[src/crcfr_pkg.sv]
package crcfr_pkg;

    // Default longest line, in line bytes, including the closing position.
    localparam int LINE_CAPACITY_DEF = 240;

    // Framing characters.
    localparam logic [7:0] CH_START = 8'h40;  // '@'
    localparam logic [7:0] CH_STAR  = 8'h2A;  // '*'
    localparam logic [7:0] CH_LF    = 8'h0A;  // '\n'
    localparam logic [7:0] CH_CR    = 8'h0D;  // '\r'
    localparam logic [7:0] CH_LIVE  = 8'h52;  // 'R'
    localparam logic [7:0] CH_ACK   = 8'h41;  // 'A'
    localparam logic [7:0] CH_COMMA = 8'h2C;  // ','

    // CRC-8 polynomial, MSB first.
    localparam logic [7:0] CRC_POLY = 8'h07;

    // Result status codes.
    typedef enum logic [2:0] {
        ST_GOOD_LIVE  = 3'd0,
        ST_GOOD_ACK   = 3'd1,
        ST_GOOD_OTHER = 3'd2,
        ST_MISMATCH   = 3'd3,
        ST_MALFORMED  = 3'd4
    } t_status;

    // One result word.
    typedef struct packed {
        logic [7:0] computed_check;
        logic [7:0] received_check;
        logic [7:0] payload_len;
        t_status    status;
    } t_result;

    // Width of the output tdata: the result rounded up to whole bytes.
    localparam int RES_W   = $bits(t_result);
    localparam int M_TDATA_W = ((RES_W + 7) / 8) * 8;

    // One byte of CRC-8, bit by bit.
    function automatic logic [7:0] crc8_byte(input logic [7:0] crc, input logic [7:0] b);
        logic [7:0] v;
        v = crc ^ b;
        for (int i = 0; i < 8; i++) begin
            if (v[7]) begin
                v = {v[6:0], 1'b0} ^ CRC_POLY;
            end else begin
                v = {v[6:0], 1'b0};
            end
        end
        return v;
    endfunction

    // Hex character decode: bit 4 flags a valid digit, bits 3:0 hold its value.
    function automatic logic [4:0] hex_decode(input logic [7:0] c);
        logic [4:0] d;
        d = 5'd0;
        if (c >= 8'h30 && c <= 8'h39) begin
            d = {1'b1, 4'(c - 8'h30)};
        end else if (c >= 8'h61 && c <= 8'h66) begin
            d = {1'b1, 4'(c - 8'h57)};
        end else if (c >= 8'h41 && c <= 8'h46) begin
            d = {1'b1, 4'(c - 8'h37)};
        end
        return d;
    endfunction

endpackage

[src/crcfr_frame.sv]
module crcfr_frame
    import crcfr_pkg::*;
#(
    parameter int LINE_CAPACITY = LINE_CAPACITY_DEF
) (
    input  logic       i_clk,
    input  logic       i_rst_n,
    input  logic       i_valid,
    input  logic [7:0] i_byte,
    output logic       o_res_valid,
    output t_result    o_res
);

    localparam int CNT_W = $clog2(LINE_CAPACITY);
    localparam logic [CNT_W:0] CAP = (CNT_W + 1)'(LINE_CAPACITY);

    logic             r_in_frame, n_in_frame;
    logic [CNT_W-1:0] r_byte_count, n_byte_count;
    logic             r_zero_seen, n_zero_seen;
    logic [7:0]       r_crc, n_crc;
    logic [7:0]       r_crc_star, n_crc_star;
    logic             r_star_found, n_star_found;
    logic [CNT_W-1:0] r_len_star, n_len_star;
    logic [1:0]       r_tail, n_tail;
    logic [31:0]      r_hex, n_hex;
    logic             r_hex_ovf, n_hex_ovf;
    logic             r_hex_stop, n_hex_stop;
    logic [15:0]      r_first_two, n_first_two;

    logic [4:0] digit;
    logic [7:0] got;
    logic       room;

    assign digit = hex_decode(i_byte);
    assign room  = (({1'b0, r_byte_count}) + (CNT_W + 1)'(1)) < CAP;
    assign got   = r_hex_ovf ? 8'hFF : r_hex[7:0];

    // Frame state update for one accepted byte.
    always_comb begin
        n_in_frame   = r_in_frame;
        n_byte_count = r_byte_count;
        n_zero_seen  = r_zero_seen;
        n_crc        = r_crc;
        n_crc_star   = r_crc_star;
        n_star_found = r_star_found;
        n_len_star   = r_len_star;
        n_tail       = r_tail;
        n_hex        = r_hex;
        n_hex_ovf    = r_hex_ovf;
        n_hex_stop   = r_hex_stop;
        n_first_two  = r_first_two;
        o_res_valid  = 1'b0;

        if (i_valid) begin
            if (!r_in_frame) begin
                if (i_byte == CH_START) begin
                    n_in_frame   = 1'b1;
                    n_byte_count = '0;
                    n_zero_seen  = 1'b0;
                    n_crc        = '0;
                    n_crc_star   = '0;
                    n_star_found = 1'b0;
                    n_len_star   = '0;
                    n_tail       = '0;
                    n_hex        = '0;
                    n_hex_ovf    = 1'b0;
                    n_hex_stop   = 1'b0;
                    n_first_two  = '0;
                end
            end else if (i_byte == CH_CR) begin
                // Carriage return is skipped inside a frame.
            end else if (i_byte == CH_LF) begin
                n_in_frame  = 1'b0;
                o_res_valid = 1'b1;
            end else if (!room) begin
                // Overlong line: drop the frame without a result.
                n_in_frame = 1'b0;
            end else begin
                if (r_byte_count == '0) begin
                    n_first_two = {i_byte, 8'h00};
                end else if (r_byte_count == CNT_W'(1)) begin
                    n_first_two = {r_first_two[15:8], i_byte};
                end
                if (!r_zero_seen) begin
                    if (i_byte == 8'h00) begin
                        n_zero_seen = 1'b1;
                    end else if (i_byte == CH_STAR) begin
                        n_star_found = 1'b1;
                        n_crc_star   = r_crc;
                        n_len_star   = r_byte_count;
                        n_tail       = '0;
                        n_hex        = '0;
                        n_hex_ovf    = 1'b0;
                        n_hex_stop   = 1'b0;
                    end else if (r_star_found) begin
                        // Only "at least two tail characters" matters.
                        if (r_tail != 2'd2) begin
                            n_tail = r_tail + 2'd1;
                        end
                        if (!r_hex_stop) begin
                            if (!digit[4]) begin
                                n_hex_stop = 1'b1;
                            end else if (r_hex[31:28] != 4'h0) begin
                                n_hex_ovf = 1'b1;
                            end else begin
                                n_hex = {r_hex[27:0], digit[3:0]};
                            end
                        end
                    end
                    if (i_byte != 8'h00) begin
                        n_crc = crc8_byte(r_crc, i_byte);
                    end
                end
                n_byte_count = r_byte_count + CNT_W'(1);
            end
        end
    end

    // Verdict for a closing line feed, built from the state before it.
    always_comb begin
        o_res = '0;
        if (!r_star_found || r_tail != 2'd2) begin
            o_res.status = ST_MALFORMED;
        end else begin
            o_res.payload_len    = 8'(r_len_star);
            o_res.received_check = got;
            o_res.computed_check = r_crc_star;
            if (got != r_crc_star) begin
                o_res.status = ST_MISMATCH;
            end else if (r_len_star >= CNT_W'(2) && r_first_two[7:0] == CH_COMMA
                         && r_first_two[15:8] == CH_LIVE) begin
                o_res.status = ST_GOOD_LIVE;
            end else if (r_len_star >= CNT_W'(2) && r_first_two[7:0] == CH_COMMA
                         && r_first_two[15:8] == CH_ACK) begin
                o_res.status = ST_GOOD_ACK;
            end else begin
                o_res.status = ST_GOOD_OTHER;
            end
        end
    end

    // Frame flag is control state; the rest is cleared when a frame opens.
    always_ff @(posedge i_clk) begin
        if (!i_rst_n) begin
            r_in_frame <= 1'b0;
        end else begin
            r_in_frame <= n_in_frame;
        end
    end

    always_ff @(posedge i_clk) begin
        r_byte_count <= n_byte_count;
        r_zero_seen  <= n_zero_seen;
        r_crc        <= n_crc;
        r_crc_star   <= n_crc_star;
        r_star_found <= n_star_found;
        r_len_star   <= n_len_star;
        r_tail       <= n_tail;
        r_hex        <= n_hex;
        r_hex_ovf    <= n_hex_ovf;
        r_hex_stop   <= n_hex_stop;
        r_first_two  <= n_first_two;
    end

endmodule

[src/crcfr_out_buf.sv]
module crcfr_out_buf
    import crcfr_pkg::*;
(
    input  logic    i_clk,
    input  logic    i_rst_n,
    input  logic    i_push,
    input  t_result i_data,
    output logic    o_ready,
    output logic    o_valid,
    input  logic    i_ready,
    output t_result o_data
);

    logic    r_main_v, n_main_v;
    logic    r_skid_v, n_skid_v;
    t_result r_main;
    t_result r_skid;
    logic    pop;

    assign pop     = r_main_v && i_ready;
    assign o_ready = !r_skid_v;
    assign o_valid = r_main_v;
    assign o_data  = r_main;

    // Occupancy of the main and skid entries.
    always_comb begin
        n_main_v = r_main_v;
        n_skid_v = r_skid_v;
        if (pop) begin
            if (r_skid_v) begin
                n_skid_v = i_push;
            end else begin
                n_main_v = i_push;
            end
        end else if (!r_main_v) begin
            n_main_v = i_push;
        end else if (i_push) begin
            n_skid_v = 1'b1;
        end
    end

    always_ff @(posedge i_clk) begin
        if (!i_rst_n) begin
            r_main_v <= 1'b0;
            r_skid_v <= 1'b0;
        end else begin
            r_main_v <= n_main_v;
            r_skid_v <= n_skid_v;
        end
    end

    // Result words move from skid to main as the main word is taken.
    always_ff @(posedge i_clk) begin
        if (pop) begin
            if (r_skid_v) begin
                r_main <= r_skid;
                if (i_push) begin
                    r_skid <= i_data;
                end
            end else if (i_push) begin
                r_main <= i_data;
            end
        end else if (!r_main_v) begin
            if (i_push) begin
                r_main <= i_data;
            end
        end else if (i_push) begin
            r_skid <= i_data;
        end
    end

endmodule

[src/crc8_framed_line_receiver.sv]
// CRC-8 checked line receiver for a serial byte stream.
// Input channel (i_s_*): one received byte per word in tdata. Bytes outside
// a frame are dropped until '@'; inside a frame '\r' is skipped and '\n'
// closes the frame. Every input word is consumed, most produce no result.
// Output channel (o_m_*): one result word per frame closed by '\n', holding
// the status, the payload length before the last star, the received check
// byte and the CRC-8 computed over the payload.
// Throughput: one byte per cycle while the output buffer has room. The frame
// state updates in the cycle the byte is accepted; the byte-wide CRC and hex
// update are combinational logic. A result is registered into the output
// buffer when its '\n' word is accepted.
// Output stalls: results wait in a two-word output buffer. Input ready drops
// only when both words are occupied, and it rises again the cycle after the
// receiver takes a word. A frame that grows to LINE_CAPACITY bytes is dropped
// with no result.
// Reset (i_rst_n low, synchronous): the block returns to waiting for '@' and
// the output buffer is emptied.
module crc8_framed_line_receiver
    import crcfr_pkg::*;
#(
    parameter int LINE_CAPACITY = LINE_CAPACITY_DEF
) (
    input  logic                 i_clk,
    input  logic                 i_rst_n,
    input  logic                 i_s_tvalid,
    output logic                 o_s_tready,
    input  logic [7:0]           i_s_tdata,   // [7:0] rx_byte
    output logic                 o_m_tvalid,
    input  logic                 i_m_tready,
    output logic [M_TDATA_W-1:0] o_m_tdata    // [2:0] status, [10:3] payload_len,
                                              // [18:11] received_check,
                                              // [26:19] computed_check, rest zero
);

    logic    accept;
    logic    res_valid;
    t_result res;
    t_result out_word;

    assign accept = i_s_tvalid && o_s_tready;

    // Frame tracking, CRC and check parsing.
    crcfr_frame #(
        .LINE_CAPACITY(LINE_CAPACITY)
    ) u_frame (
        .i_clk      (i_clk),
        .i_rst_n    (i_rst_n),
        .i_valid    (accept),
        .i_byte     (i_s_tdata),
        .o_res_valid(res_valid),
        .o_res      (res)
    );

    // Result register with skid entry.
    crcfr_out_buf u_out (
        .i_clk  (i_clk),
        .i_rst_n(i_rst_n),
        .i_push (res_valid),
        .i_data (res),
        .o_ready(o_s_tready),
        .o_valid(o_m_tvalid),
        .i_ready(i_m_tready),
        .o_data (out_word)
    );

    assign o_m_tdata = M_TDATA_W'(out_word);

endmodule

[config.mk]
export PLATFORM = sky130hd
export DESIGN_NAME = crc8_framed_line_receiver
export DESIGN_NICKNAME = d
export VERILOG_FILES = /design/src/crcfr_pkg.sv /design/src/crcfr_frame.sv /design/src/crcfr_out_buf.sv /design/src/crc8_framed_line_receiver.sv
export SDC_FILE = /design/constraint.sdc
export NUM_CORES = 1
export LEC_CHECK = 0
export BUFFER_PORTS_ARGS = -buffer_cell sky130_fd_sc_hd__buf_4
export CAP_MARGIN = 20
export CORE_MARGIN = 2
export CORE_UTILIZATION = 40
export DETAILED_ROUTE_END_ITERATION = 7
export GPL_TIMING_DRIVEN = 0
export PLACE_DENSITY = 0.64
export REMOVE_ABC_BUFFERS = 1
export SYNTH_ARGS = -nofsm -noshare
export SYNTH_HDL_FRONTEND = slang
export SYNTH_HIERARCHICAL = 1
export SYNTH_SLANG_ARGS = --single-unit
[constraint.sdc]
create_clock -name i_clk -period 10.6 [get_ports i_clk]
set_clock_uncertainty 0.2 [all_clocks]
set_input_delay 2.12 -clock i_clk [delete_from_list [all_inputs] [get_ports i_clk]]
set_output_delay 2.12 -clock i_clk [all_outputs]
set_load 0.05 [all_outputs]
==> flow_summary.json <==
{
  "pwr-share-clk": 0.460,
  "r2r_start": "u_frame/r_in_frame$_SDFFE_PN0P_",
  "fillCellCount": 1475,
  "pwr-share-seq": 0.515,
  "busiest_layer": "met2",
  "die-area_sq_mm": 0.0182,
  "grtUsageTotal": 0.151,
  "ir_drop_uv": 119,
  "internal-power_mw": 0.945,
  "cts.htree.levels": 4,
  "grt_setup_unrepaired": "false",
  "detailed_place_hpwl_mm": 8.78,
  "combPwrFrac": 0.025,
  "synth_cell_type_count": 56,
  "seq_area_frac_synth": 0.622,
  "synth_area_leaders": "edfxtp_1, mux2i_1, and2_4",
  "rows": 47,
  "antenna_found_initial": 0,
  "hold_start": "u_out/r_skid[15]$_DFFE_PP_",
  "hold_violations": 0,
  "gr-total-overflow": 0,
  "critical_path_required_ps": 10520,
  "swShare": 0.206,
  "use_met3": 0.0465,
  "crit_path_start_kind": "input pin",
  "yosysTopAreaCellShare": 0.613,
  "period_share": 0.479,
  "die_h_um": 135,
  "insertedDiodeCount": 0,
  "status": "complete, no violations",
  "dr_total_vias": 4153,
  "setup_viol": 0,
  "leakage_nw": 2.95,
  "grt_pass1_wl_mm": 21.3,
  "synthFlopType": "edfxtp_1",
  "period_needed_ps": 5080,
  "placedInstanceArea_sq_mm": 0.00730,
  "grt_util_met2": 0.232,
  "syn_area_per_cell_sq_um": 12.6,
  "synthCells": 542,
  "firstDrtPassIters": 5,
  "worstSkewPairLatency_ps": 420,
  "relSlewSlack": 0.336,
  "finalSetupTns_ps": 0,
  "port_buffers": 40,
  "drv_cap": 0,
  "grt_pass1_vias": 4094,
  "io_pins": 46,
  "cts_tree": "done",
  "yosysMostFrequentCell": "edfxtp_1",
  "drc": 0,
  "avgViaCountPerCell": 5.12,
  "crit_arrival_ps": 5000,
  "startpoint": "i_s_tdata[6]",
  "wirelength_mm": 12.9,
  "min_path_type": "reg -> reg",
  "stdcell_area_sq_mm": 0.00785,
  "maxSlewViolCount": 0,
  "clock-root-buffer": "clkbuf_16",
  "dp_slack_ps": 5060,
  "ctsHoldBuffers": 0,
  "drive_gt1_frac": 0.210,
  "tightest_slew_ps": 993,
  "cts-resized-gates": 0,
  "fin_ws_ps": 5520,
  "die_width_um": 135,
  "rrSetupSlack_ps": 7020,
  "initial_core_util": 0.412,
  "timing.fmax_ghz": 0.197,
  "fin_total_pwr_mw": 1.19,
  "ys_warn_count": 6,
  "mappedNetlistArea_sq_mm": 0.00685,
  "power_switching_mw": 0.245,
  "final_util": 0.471,
  "yosys.area.top_type": "edfxtp_1",
  "cts_buffers": 17,
  "synth-seq-cells": 143,
  "grt_max_degree": 51,
  "wl_per_cell_um": 16.0,
  "powerDensity_mw_per_mm2": 152,
  "drtIter0Drc": 299,
  "cts_sinks": 143,
  "crit_type": "in -> reg",
  "synth_commonest_cells": "edfxtp_1, nor2_1, nand2_1",
  "stdcell_count": 811,
  "coreArea_sq_mm": 0.0166,
  "fin_nets": 598,
  "synth_edf_count": 140,
  "area_growth_pct": 14.5,
  "whs_ps": 319,
  "synth_async_sr_flop_share": 0,
  "cts_buffer_depth": 2,
  "gr-usage-met1": 0.208,
  "place_congestion": 0.788,
  "post_cts_buffers": 0,
  "cp-end-kind": "flip-flop",
  "antenna_left": 0,
  "critPathMaxFanout": 30,
  "path_clk_slew_ps": 50,
  "placedCellCount": 779
}
-- registers in the layout (all words and copies together) (netlist names) --
name	cells
u_frame/r_hex_ovf	1
u_frame/r_first_two	16
u_frame/r_hex_stop	1
u_frame/r_hex	32
u_out/r_skid_v	1
u_frame/r_zero_seen	1
u_frame/r_crc_star	8
u_out/o_data	27
u_frame/r_crc	8
u_frame/r_tail	2
u_frame/r_byte_count	8
u_frame/r_star_found	1
u_frame/r_len_star	8
u_out/o_valid	1
u_frame/r_in_frame	1
u_out/r_skid	27
-- area by class of cell --
| cell class | count | area [sq um] | share of cell area |
|---|---|---|---|
| timing repair buffer | 43 | 355 | 0.0453 |
| multi-input combinational | 356 | 2340 | 0.298 |
| inverter | 17 | 66.3 | 0.00845 |
| clock buffer | 18 | 429 | 0.0547 |
| tap | 220 | 275 | 0.0351 |
| sequential | 143 | 4260 | 0.544 |
| clock inverter | 14 | 114 | 0.0145 |
-- cells by family after synthesis --
kind of cell | Yosys count | synth area share
compound gates | 65 | 0.0623
simple gates | 218 | 0.177
fa+ha+maj | 8 | 0.0146
flops | 143 | 0.622
mux | 30 | 0.0440
xor+xnor | 30 | 0.0383
other cells | 1 | 0.000547
buf+inv | 47 | 0.0409
-- routing by layer --
metal  share of wire  vias to the layer above
li1                -                     2018
met1            0.47                     2017
met2            0.47                      105
met3           0.052                       13
met4          0.0096                        0
met5               0                        -
-- power groups by stage --
stage	logic [mW]	clock network [mW]	registers (mW)
final	0.0302	0.547	0.613
after global routing	0.0329	0.587	0.613
after CTS	0.0300	0.563	0.613
after detailed placement	0.0298	0	0.625
after global placement	0.0291	0	0.625
after floorplan	0.0192	0	0.625
-- worst max-delay path, cell delays in order --
cell and delay (ps):
buf_4 150, or4b_4 570, nor2_1 130, and3_1 200, and3_2 850, and3_1 710
buf_16 240
-- final timing paths --
check | endpoint | cells after the start
max | u_out/r_skid[15]$_DFFE_PP_ | 7
min | u_out/o_data[15]$_DFFE_PP_ | 2
max reg2reg | u_frame/r_hex[19]$_SDFFCE_PN0P_ | 4
min reg2reg | u_out/o_data[15]$_DFFE_PP_ | 2
-- cells in the final DEF, fill, tap and decap left out, types with 14 or more instances in the layout --
master	Yosys	final
xor2_1	14	14
and3_1	21	19
mux2i_1	29	29
buf_4	8	41
edfxtp_1	140	140
nand2_1	38	38
xnor2_1	16	16
nand3_1	15	15
clkbuf_16	0	17
nor2_1	55	55
and2_1	26	26
inv_1	16	16
and2_4	24	24
No activity file was read; power rests on OpenSTA's default activity.
